==> src/rtl/deq_pkg.sv <==
// ----------------------------------------------------------------------------
// deq_pkg: shared types and constants of the double-ended queue
// Opcodes, result status codes, and the command that the front part hands to
// the back part through the command queue.
// ----------------------------------------------------------------------------
package deq_pkg;

  // Largest ring size the command format can address
  localparam int MAX_CAPACITY = 64;
  localparam int ADDR_W       = $clog2(MAX_CAPACITY);
  localparam int DATA_W       = 32;

  // Stream payload and sideband widths
  localparam int IN_TDATA_W   = 32;
  localparam int IN_TUSER_W   = 3;
  localparam int OUT_TDATA_W  = 32;
  localparam int OUT_TUSER_W  = 2;

  // Command queue between front and back
  localparam int CMDQ_DEPTH   = 4;
  localparam int CMDQ_PTR_W   = $clog2(CMDQ_DEPTH);

  typedef enum logic [2:0] {
    OP_PUSH_FRONT = 3'd0,
    OP_PUSH_BACK  = 3'd1,
    OP_POP_FRONT  = 3'd2,
    OP_POP_BACK   = 3'd3,
    OP_LIST_FWD   = 3'd4,
    OP_LIST_BWD   = 3'd5
  } op_t;

  typedef enum logic [1:0] {
    ST_OK    = 2'd0,
    ST_EMPTY = 2'd1,
    ST_FULL  = 2'd2
  } status_t;

  // What the back part does with one command
  typedef enum logic [1:0] {
    CMD_PASS  = 2'd0,  // emit the carried value, no store access
    CMD_WRITE = 2'd1,  // write the value to the store and emit it
    CMD_READ  = 2'd2   // read the store and emit the entry
  } cmd_kind_t;

  typedef struct packed {
    cmd_kind_t          kind;
    logic [ADDR_W-1:0]  addr;
    logic [DATA_W-1:0]  value;
    status_t            status;
    logic               last;
  } cmd_t;

endpackage

==> src/rtl/deq_cmdq.sv <==
// ----------------------------------------------------------------------------
// deq_cmdq: command queue between front and back
// Small register FIFO that lets the front part and the back part stall
// independently of each other.
// ----------------------------------------------------------------------------
module deq_cmdq (
  input  logic          clk,
  input  logic          rst,
  input  logic          push,
  input  deq_pkg::cmd_t push_cmd,
  output logic          full,
  input  logic          pop,
  output logic          head_valid,
  output deq_pkg::cmd_t head_cmd
);

  deq_pkg::cmd_t                   slots [deq_pkg::CMDQ_DEPTH];
  logic [deq_pkg::CMDQ_PTR_W-1:0]  wr_ptr;
  logic [deq_pkg::CMDQ_PTR_W-1:0]  rd_ptr;
  logic [deq_pkg::CMDQ_PTR_W:0]    fill;

  assign full       = (fill == (deq_pkg::CMDQ_PTR_W+1)'(deq_pkg::CMDQ_DEPTH));
  assign head_valid = (fill != '0);
  assign head_cmd   = slots[rd_ptr];

  // Store pushed commands
  always_ff @(posedge clk) begin
    if (push) begin
      slots[wr_ptr] <= push_cmd;
    end
  end

  // Advance pointers and fill level
  always_ff @(posedge clk) begin
    if (rst) begin
      wr_ptr <= '0;
      rd_ptr <= '0;
      fill   <= '0;
    end else begin
      if (push) begin
        wr_ptr <= wr_ptr + 1'b1;
      end
      if (pop) begin
        rd_ptr <= rd_ptr + 1'b1;
      end
      if (push && !pop) begin
        fill <= fill + 1'b1;
      end else if (pop && !push) begin
        fill <= fill - 1'b1;
      end
    end
  end

endmodule

==> src/rtl/deq_front.sv <==
// ----------------------------------------------------------------------------
// deq_front: request decode and queue bookkeeping
// Accepts requests, keeps the front index and entry count, and turns each
// request into store commands. A listing expands into one read per entry.
// ----------------------------------------------------------------------------
module deq_front #(
  parameter int CAPACITY = 64
) (
  input  logic                        clk,
  input  logic                        rst,
  input  logic                        req_valid,
  output logic                        req_ready,
  input  logic [2:0]                  opcode,
  input  logic [deq_pkg::DATA_W-1:0]  value,
  output logic                        cmd_push,
  output deq_pkg::cmd_t               cmd,
  input  logic                        cmdq_full
);

  localparam int IDX_W = $clog2(CAPACITY);
  localparam int CNT_W = $clog2(CAPACITY + 1);

  typedef enum logic [1:0] {
    FR_IDLE = 2'b01,
    FR_LIST = 2'b10
  } fr_state_t;

  fr_state_t         state, state_next;
  logic [IDX_W-1:0]  front_index, front_index_next;
  logic [CNT_W-1:0]  entry_count, entry_count_next;
  logic [IDX_W-1:0]  list_pos, list_pos_next;
  logic [CNT_W-1:0]  list_left, list_left_next;
  logic              list_bwd, list_bwd_next;

  logic              accept;
  logic              is_full;
  logic              is_empty;
  logic [IDX_W-1:0]  tail_pos;
  logic [IDX_W-1:0]  back_pos;
  logic [IDX_W-1:0]  front_dec;
  logic [IDX_W-1:0]  front_inc;
  deq_pkg::op_t      op;

  // Ring position of front + k, with k below CAPACITY
  function automatic logic [IDX_W-1:0] ring_add(input logic [IDX_W-1:0] base,
                                                input logic [CNT_W-1:0] k);
    logic [CNT_W:0] sum;
    sum = (CNT_W+1)'(base) + (CNT_W+1)'(k);
    if (sum >= (CNT_W+1)'(CAPACITY)) begin
      sum = sum - (CNT_W+1)'(CAPACITY);
    end
    return sum[IDX_W-1:0];
  endfunction

  function automatic logic [IDX_W-1:0] ring_inc(input logic [IDX_W-1:0] p);
    return (p == IDX_W'(CAPACITY - 1)) ? '0 : p + 1'b1;
  endfunction

  function automatic logic [IDX_W-1:0] ring_dec(input logic [IDX_W-1:0] p);
    return (p == '0) ? IDX_W'(CAPACITY - 1) : p - 1'b1;
  endfunction

  assign op        = deq_pkg::op_t'(opcode);
  assign req_ready = (state == FR_IDLE) && !cmdq_full;
  assign accept    = req_valid && req_ready;
  assign is_full   = (entry_count == CNT_W'(CAPACITY));
  assign is_empty  = (entry_count == '0);
  assign tail_pos  = ring_add(front_index, entry_count);
  assign back_pos  = ring_add(front_index, entry_count - 1'b1);
  assign front_dec = ring_dec(front_index);
  assign front_inc = ring_inc(front_index);

  // Decode requests and step the listing
  always_comb begin
    state_next       = state;
    front_index_next = front_index;
    entry_count_next = entry_count;
    list_pos_next    = list_pos;
    list_left_next   = list_left;
    list_bwd_next    = list_bwd;
    cmd_push         = 1'b0;
    cmd.kind         = deq_pkg::CMD_PASS;
    cmd.addr         = '0;
    cmd.value        = '0;
    cmd.status       = deq_pkg::ST_OK;
    cmd.last         = 1'b1;

    unique case (state)
      FR_IDLE: begin
        if (accept) begin
          unique case (op)
            deq_pkg::OP_PUSH_FRONT, deq_pkg::OP_PUSH_BACK: begin
              cmd_push = 1'b1;
              if (is_full) begin
                cmd.status = deq_pkg::ST_FULL;
              end else begin
                cmd.kind         = deq_pkg::CMD_WRITE;
                cmd.value        = value;
                entry_count_next = entry_count + 1'b1;
                if (op == deq_pkg::OP_PUSH_FRONT) begin
                  cmd.addr         = deq_pkg::ADDR_W'(front_dec);
                  front_index_next = front_dec;
                end else begin
                  cmd.addr = deq_pkg::ADDR_W'(tail_pos);
                end
              end
            end
            deq_pkg::OP_POP_FRONT, deq_pkg::OP_POP_BACK: begin
              cmd_push = 1'b1;
              if (is_empty) begin
                cmd.status = deq_pkg::ST_EMPTY;
              end else begin
                cmd.kind         = deq_pkg::CMD_READ;
                entry_count_next = entry_count - 1'b1;
                if (op == deq_pkg::OP_POP_FRONT) begin
                  cmd.addr         = deq_pkg::ADDR_W'(front_index);
                  front_index_next = front_inc;
                end else begin
                  cmd.addr = deq_pkg::ADDR_W'(back_pos);
                end
              end
            end
            deq_pkg::OP_LIST_FWD, deq_pkg::OP_LIST_BWD: begin
              if (is_empty) begin
                cmd_push   = 1'b1;
                cmd.status = deq_pkg::ST_EMPTY;
              end else begin
                state_next     = FR_LIST;
                list_left_next = entry_count;
                list_bwd_next  = (op == deq_pkg::OP_LIST_BWD);
                list_pos_next  = (op == deq_pkg::OP_LIST_BWD) ? back_pos : front_index;
              end
            end
            default: begin
              // unused opcodes: drop the request
            end
          endcase
        end
      end
      FR_LIST: begin
        if (!cmdq_full) begin
          cmd_push       = 1'b1;
          cmd.kind       = deq_pkg::CMD_READ;
          cmd.addr       = deq_pkg::ADDR_W'(list_pos);
          cmd.last       = (list_left == CNT_W'(1));
          list_left_next = list_left - 1'b1;
          list_pos_next  = list_bwd ? ring_dec(list_pos) : ring_inc(list_pos);
          if (list_left == CNT_W'(1)) begin
            state_next = FR_IDLE;
          end
        end
      end
      default: begin
        state_next = FR_IDLE;
      end
    endcase
  end

  // Hold queue bookkeeping and listing state
  always_ff @(posedge clk) begin
    if (rst) begin
      state       <= FR_IDLE;
      front_index <= '0;
      entry_count <= '0;
      list_left   <= '0;
    end else begin
      state       <= state_next;
      front_index <= front_index_next;
      entry_count <= entry_count_next;
      list_left   <= list_left_next;
    end
  end

  always_ff @(posedge clk) begin
    list_pos <= list_pos_next;
    list_bwd <= list_bwd_next;
  end

endmodule

==> src/rtl/deq_back.sv <==
// ----------------------------------------------------------------------------
// deq_back: entry store and result output
// Executes store commands in order: a registered store access stage, then
// an output register that holds a result until the sink takes it.
// ----------------------------------------------------------------------------
module deq_back #(
  parameter int CAPACITY = 64
) (
  input  logic                        clk,
  input  logic                        rst,
  input  logic                        cmd_valid,
  input  deq_pkg::cmd_t               cmd,
  output logic                        cmd_pop,
  output logic                        res_valid,
  input  logic                        res_ready,
  output logic [deq_pkg::DATA_W-1:0]  res_value,
  output deq_pkg::status_t            res_status,
  output logic                        res_last
);

  localparam int IDX_W = $clog2(CAPACITY);

  logic [deq_pkg::DATA_W-1:0]  entry_store [CAPACITY];
  logic [deq_pkg::DATA_W-1:0]  rd_data;
  logic                        s1_valid;
  deq_pkg::cmd_t               s1_cmd;
  logic                        s1_adv;
  logic                        out_free;
  logic [IDX_W-1:0]            addr;

  assign addr     = cmd.addr[IDX_W-1:0];
  assign out_free = !res_valid || res_ready;
  assign s1_adv   = s1_valid && out_free;
  assign cmd_pop  = cmd_valid && (!s1_valid || s1_adv);

  // Access the store as a command issues
  always_ff @(posedge clk) begin
    if (cmd_pop) begin
      if (cmd.kind == deq_pkg::CMD_WRITE) begin
        entry_store[addr] <= cmd.value;
      end
      rd_data <= entry_store[addr];
      s1_cmd  <= cmd;
    end
  end

  // Load the output register
  always_ff @(posedge clk) begin
    if (s1_adv) begin
      res_value  <= (s1_cmd.kind == deq_pkg::CMD_READ) ? rd_data : s1_cmd.value;
      res_status <= s1_cmd.status;
      res_last   <= s1_cmd.last;
    end
  end

  // Track stage occupancy
  always_ff @(posedge clk) begin
    if (rst) begin
      s1_valid  <= 1'b0;
      res_valid <= 1'b0;
    end else begin
      s1_valid  <= cmd_pop || (s1_valid && !s1_adv);
      res_valid <= s1_adv || (res_valid && !res_ready);
    end
  end

endmodule

==> src/rtl/double_ended_queue.sv <==
// ----------------------------------------------------------------------------
// double_ended_queue: bounded double-ended queue of signed 32-bit values
// Ring store with front index and entry count; push, pop and listing at
// either end, one status result per push or pop.
// ----------------------------------------------------------------------------
// Push and pop requests are taken one per cycle while no listing is running
// and the command queue has room; each result then passes through the command
// queue, the store access stage and the output register. A listing of n
// entries occupies the request decoder from the cycle that takes it until one
// read per entry of the single-port entry store has been queued; requests are
// held off until the last read of the listing has been queued. Pushes onto a
// full queue return status full, pops or listings of an empty queue status empty,
// both with a zero value. Unused opcodes are taken and produce no result.
module double_ended_queue #(
  parameter int CAPACITY = 64
) (
  input  logic                              clk,
  input  logic                              rst,
  input  logic                              s_axis_tvalid,
  output logic                              s_axis_tready,
  // [31:0] value
  input  logic [deq_pkg::IN_TDATA_W-1:0]    s_axis_tdata,
  // [2:0] opcode
  input  logic [deq_pkg::IN_TUSER_W-1:0]    s_axis_tuser,
  output logic                              m_axis_tvalid,
  input  logic                              m_axis_tready,
  // [31:0] item_value
  output logic [deq_pkg::OUT_TDATA_W-1:0]   m_axis_tdata,
  // [1:0] status
  output logic [deq_pkg::OUT_TUSER_W-1:0]   m_axis_tuser,
  output logic                              m_axis_tlast
);

  logic                        fe_push;
  deq_pkg::cmd_t               fe_cmd;
  logic                        q_full;
  logic                        q_pop;
  logic                        q_valid;
  deq_pkg::cmd_t               q_cmd;
  logic [deq_pkg::DATA_W-1:0]  res_value;
  deq_pkg::status_t            res_status;

  deq_front #(.CAPACITY(CAPACITY)) u_front (
    .clk       (clk),
    .rst       (rst),
    .req_valid (s_axis_tvalid),
    .req_ready (s_axis_tready),
    .opcode    (s_axis_tuser),
    .value     (s_axis_tdata),
    .cmd_push  (fe_push),
    .cmd       (fe_cmd),
    .cmdq_full (q_full)
  );

  deq_cmdq u_cmdq (
    .clk        (clk),
    .rst        (rst),
    .push       (fe_push),
    .push_cmd   (fe_cmd),
    .full       (q_full),
    .pop        (q_pop),
    .head_valid (q_valid),
    .head_cmd   (q_cmd)
  );

  deq_back #(.CAPACITY(CAPACITY)) u_back (
    .clk        (clk),
    .rst        (rst),
    .cmd_valid  (q_valid),
    .cmd        (q_cmd),
    .cmd_pop    (q_pop),
    .res_valid  (m_axis_tvalid),
    .res_ready  (m_axis_tready),
    .res_value  (res_value),
    .res_status (res_status),
    .res_last   (m_axis_tlast)
  );

  // Drive the result payload and its status sideband
  assign m_axis_tdata = res_value;
  assign m_axis_tuser = res_status;

endmodule

==> config.mk <==
export PLATFORM = sky130hd
export DESIGN_NAME = double_ended_queue
export DESIGN_NICKNAME = d
export VERILOG_FILES = /design/src/rtl/deq_pkg.sv /design/src/rtl/deq_cmdq.sv /design/src/rtl/deq_front.sv /design/src/rtl/deq_back.sv /design/src/rtl/double_ended_queue.sv
export SDC_FILE = /design/constraint.sdc
export NUM_CORES = 2
export LEC_CHECK = 0
export BUFFER_PORTS_ARGS = -buffer_cell sky130_fd_sc_hd__buf_2
export CAP_MARGIN = 0
export CORE_ASPECT_RATIO = 0.6
export CORE_MARGIN = 10
export CORE_UTILIZATION = 35
export DETAILED_ROUTE_END_ITERATION = 6
export PLACE_DENSITY_LB_ADDON = 0.3
export SKIP_CTS_REPAIR_TIMING = 1
export SLEW_MARGIN = 20
export SYNTH_ARGS = -nofsm -noshare
export SYNTH_HDL_FRONTEND = slang
export SYNTH_HIERARCHICAL = 1
export SYNTH_SLANG_ARGS = --single-unit
==> constraint.sdc <==
create_clock -name clk -period 10.65 [get_ports clk]
set_clock_uncertainty 0.15 [all_clocks]
set_input_delay 1.5975 -clock clk [delete_from_list [all_inputs] [get_ports clk]]
set_output_delay 1.5975 -clock clk [all_outputs]
set_load 0.05 [all_outputs]
==> run_results.csv <==
group,metric,value,unit
critical_path,critical_path_class,"flip-flop to flip-flop",
power,ir_worst_vdd,0.000295,V
hold_path,whs_path_depth,0,
synth,synth-edff-count,2331,
clock_tree,clockBufferDepth,4,
routing,vias,53800,
critical_path,critical_path_required,11.08,ns
grt,grt_pass1_wl,408,mm
synth,synth_seq_cells,2364,
clock_tree,htree_levels,4,
die,die_height,416,µm
hold_path,min_from,"u_back/s1_cmd[2]",
timing,fin_ws,4.36,ns
routing,routedWlPerCell,33.0,µm
routing,drtAntennaViolNets,0,
critical_path,cp_max_fo,107,
placement,dpl.hpwl,176,mm
cells_and_area,drive_above_1_share,15.5,%
run_status,status,"complete, no violations",
placement,globalplace.congestion,0.884,
synth,synth_nets,5232,
synth,synth_area,0.0913,mm²
grt,grt_usage,20.0,%
clock_tree,cts_tree,"yes",
routing,drc,0,
die,core_area,0.260,mm²
synth,synthFlopType,"edfxtp_1",
timing,timing.final.crit_share,59.1,%
timing,max_freq,159,MHz
timing,slew_viol_final,0,
timing,rsz0062_at_grt,"no",
die,initial_core_util,35.1,%
grt,grt_overflow,0,
clock_tree,cts_buffers,212,
synth,yosys.area.top_type_share,76.7,%
synth,yosysTopAreaCell,"edfxtp_1",
routing,routed_wl,293,mm
critical_path,r2r_cells,12,
timing,finalSetupViolations,0,
die,dieArea,0.282,mm²
power,p_leak,0.0315,µW
critical_path,end_kind,"flip-flop",
timing,hold_viol_final,0,
power,powerDensity,286,mW/mm²
job,cap_violations,0,
die,ios,76,
timing,slew_headroom,25.6,%
critical_path,cp_data_arrival_time,6.72,ns
placement,post-place-ws,4.35,ns
synth,ys_seq_area_share,77.4,%
grt,grt_pass1_vias,49900,
synth,syn-instance-count,5163,
hold_path,min_path_type,"flip-flop to flip-flop",
placement,numPortBuffers,75,
clock_tree,path_clk_slew,0.07,ns
routing,drtIter0Drc,9369,
cells_and_area,final_core_util,39.5,%
timing,period_needed,6.29,ns
cells_and_area,final_cells,8874,
synth,synthTopCellsByArea,"edfxtp_1 (77%), a221oi_1 (3.2%), mux4_2 (2.7%)",
die,row_count,145,
synth,syn_avg_cell_area,17.7,µm²
clock_tree,cts.sinks,2364,
placement,place_inst,8506,
timing,tightest_slew,1.11,ns
cells_and_area,area_delta_synth_final,12.4,%
die,die_w,679,µm
synth,yosysWarnings,6,
cells_and_area,nets,5335,
synth,synthTopCellsByCount,"edfxtp_1 (2,331), a221oi_1 (333), a22oi_1 (315)",
timing,tns,0,ns
synth,ys_types,90,
routing,routed_via_density,6.06,
clock_tree,cts_root_buffer,"clkbuf_16",
routing,drt_first_pass_iters,6,
critical_path,start_kind,"flip-flop",
clock_tree,clk_latency,0.88,ns
synth,async_flop_share,0,%
grt,antenna_found_initial,20,
cells_and_area,n_fill_cell,23300,
synth,yosysMostFrequentCell,"edfxtp_1",
grt,grt_max_degree,109,
timing,hold_slack,0.280,ns
[critical path, stage by stage (launching register included)]
cell and delay, ns:
dfxtp_4 0.46, buf_4 0.61, mux4_4 0.90, buf_4 0.79
buf_12 0.56, nor2_4 0.04, buf_4 0.36, buf_4 0.48
a22oi_1 0.29, o22ai_1 0.09, or3_1 0.33, a2111oi_0 0.60
nand4_1 0.18
[per-layer routing]
metal | up-vias | part of all wire, % | global-route usage (%)
li1 | 21600 | - | -
met1 | 28200 | 44 | 31.4
met2 | 3621 | 40 | 27.0
met3 | 411 | 13 | 5.40
met4 | 8 | 2.4 | 4.58
met5 | - | 0.020 | 0
[sequential cells by signal, summed over array words and instances (netlist names), named ones only]
name,cells
u_cmdq/slots,172
u_front/front_index,6
u_front/state,2
u_front/list_bwd,1
u_front/entry_count,7
u_back/res_valid,1
u_back/rd_data,32
u_back/entry_store,2048
u_back/res_status,2
u_front/list_left,7
u_front/list_pos,6
u_cmdq/rd_ptr,2
u_back/res_last,1
u_cmdq/wr_ptr,2
u_back/s1_cmd,37
u_back/res_value,32
u_back/s1_valid,1
u_cmdq/fill,3
[path summary, 6_finish.rpt]
| kind | endpoint | slack [ns] |
|---|---|---|
| setup / recovery | u_back/rd_data[14] | 4.36 |
| hold / removal | u_back/res_status[1] | 0.28 |
| setup reg to reg | u_back/rd_data[14] | 4.36 |
| hold reg to reg | u_back/res_status[1] | 0.28 |
[cell usage in the layout (no fill, tap or decap), types with 22 or more instances in the layout]
master and count:
a211oi_1 43, a21oi_1 145, a221oi_1 333, a22o_1 27, a22oi_1 315, a31oi_1 23
and2_1 38, buf_2 75, buf_4 176, clkbuf_1 40, clkbuf_16 214, clkinv_1 53
clkinv_2 32, dfxtp_1 31, edfxtp_1 2331, ha_1 27, inv_1 27, mux2_2 78
mux2i_1 159, mux4_2 97, nand2_1 112, nand3_1 24, nor2_1 196, nor2_4 72
nor3_1 37, o21ai_0 177, o221ai_1 28, o22ai_1 122, o32ai_1 22
[cell families after synthesis]
kind of cell	share of synthesized area, %
multiplexers	5.56
XOR/XNOR	0.278
AO/OA/AOI/OAI	10.8
AND/OR/NAND/NOR	3.26
flip-flops	77.4
adder cells (fa/ha/maj)	0.436
buffers and inverters	2.21
[through the flow]
step,power (µW),area [µm²]
finish,29300,103000
global route,30200,103000
CTS,29200,103000
detailed placement,22000,96200
global placement,21900,96100
floorplan,17800,91300
[power by group]
part           switching, µW  internal [µW]  leakage [µW]  total (µW)
registers                212          12000        0.0212       12200
clock network           3360           4000       0.00313        7360
logic                   7290           2420       0.00712        9710
[final cells by class]
type                    instances  area (µm²)  area share (%)
diodes                          5        12.5          0.0122
clock buffers                 254        5510            5.37
clock inverters               109         877           0.855
inverters                      33         131           0.128
multi-input cells            2399       19300            18.8
flip-flops and latches       2364       70700            68.9
well taps                    3454        4320            4.21
repair buffers                256        1800            1.75
No activity file was read; power rests on OpenSTA's default activity.
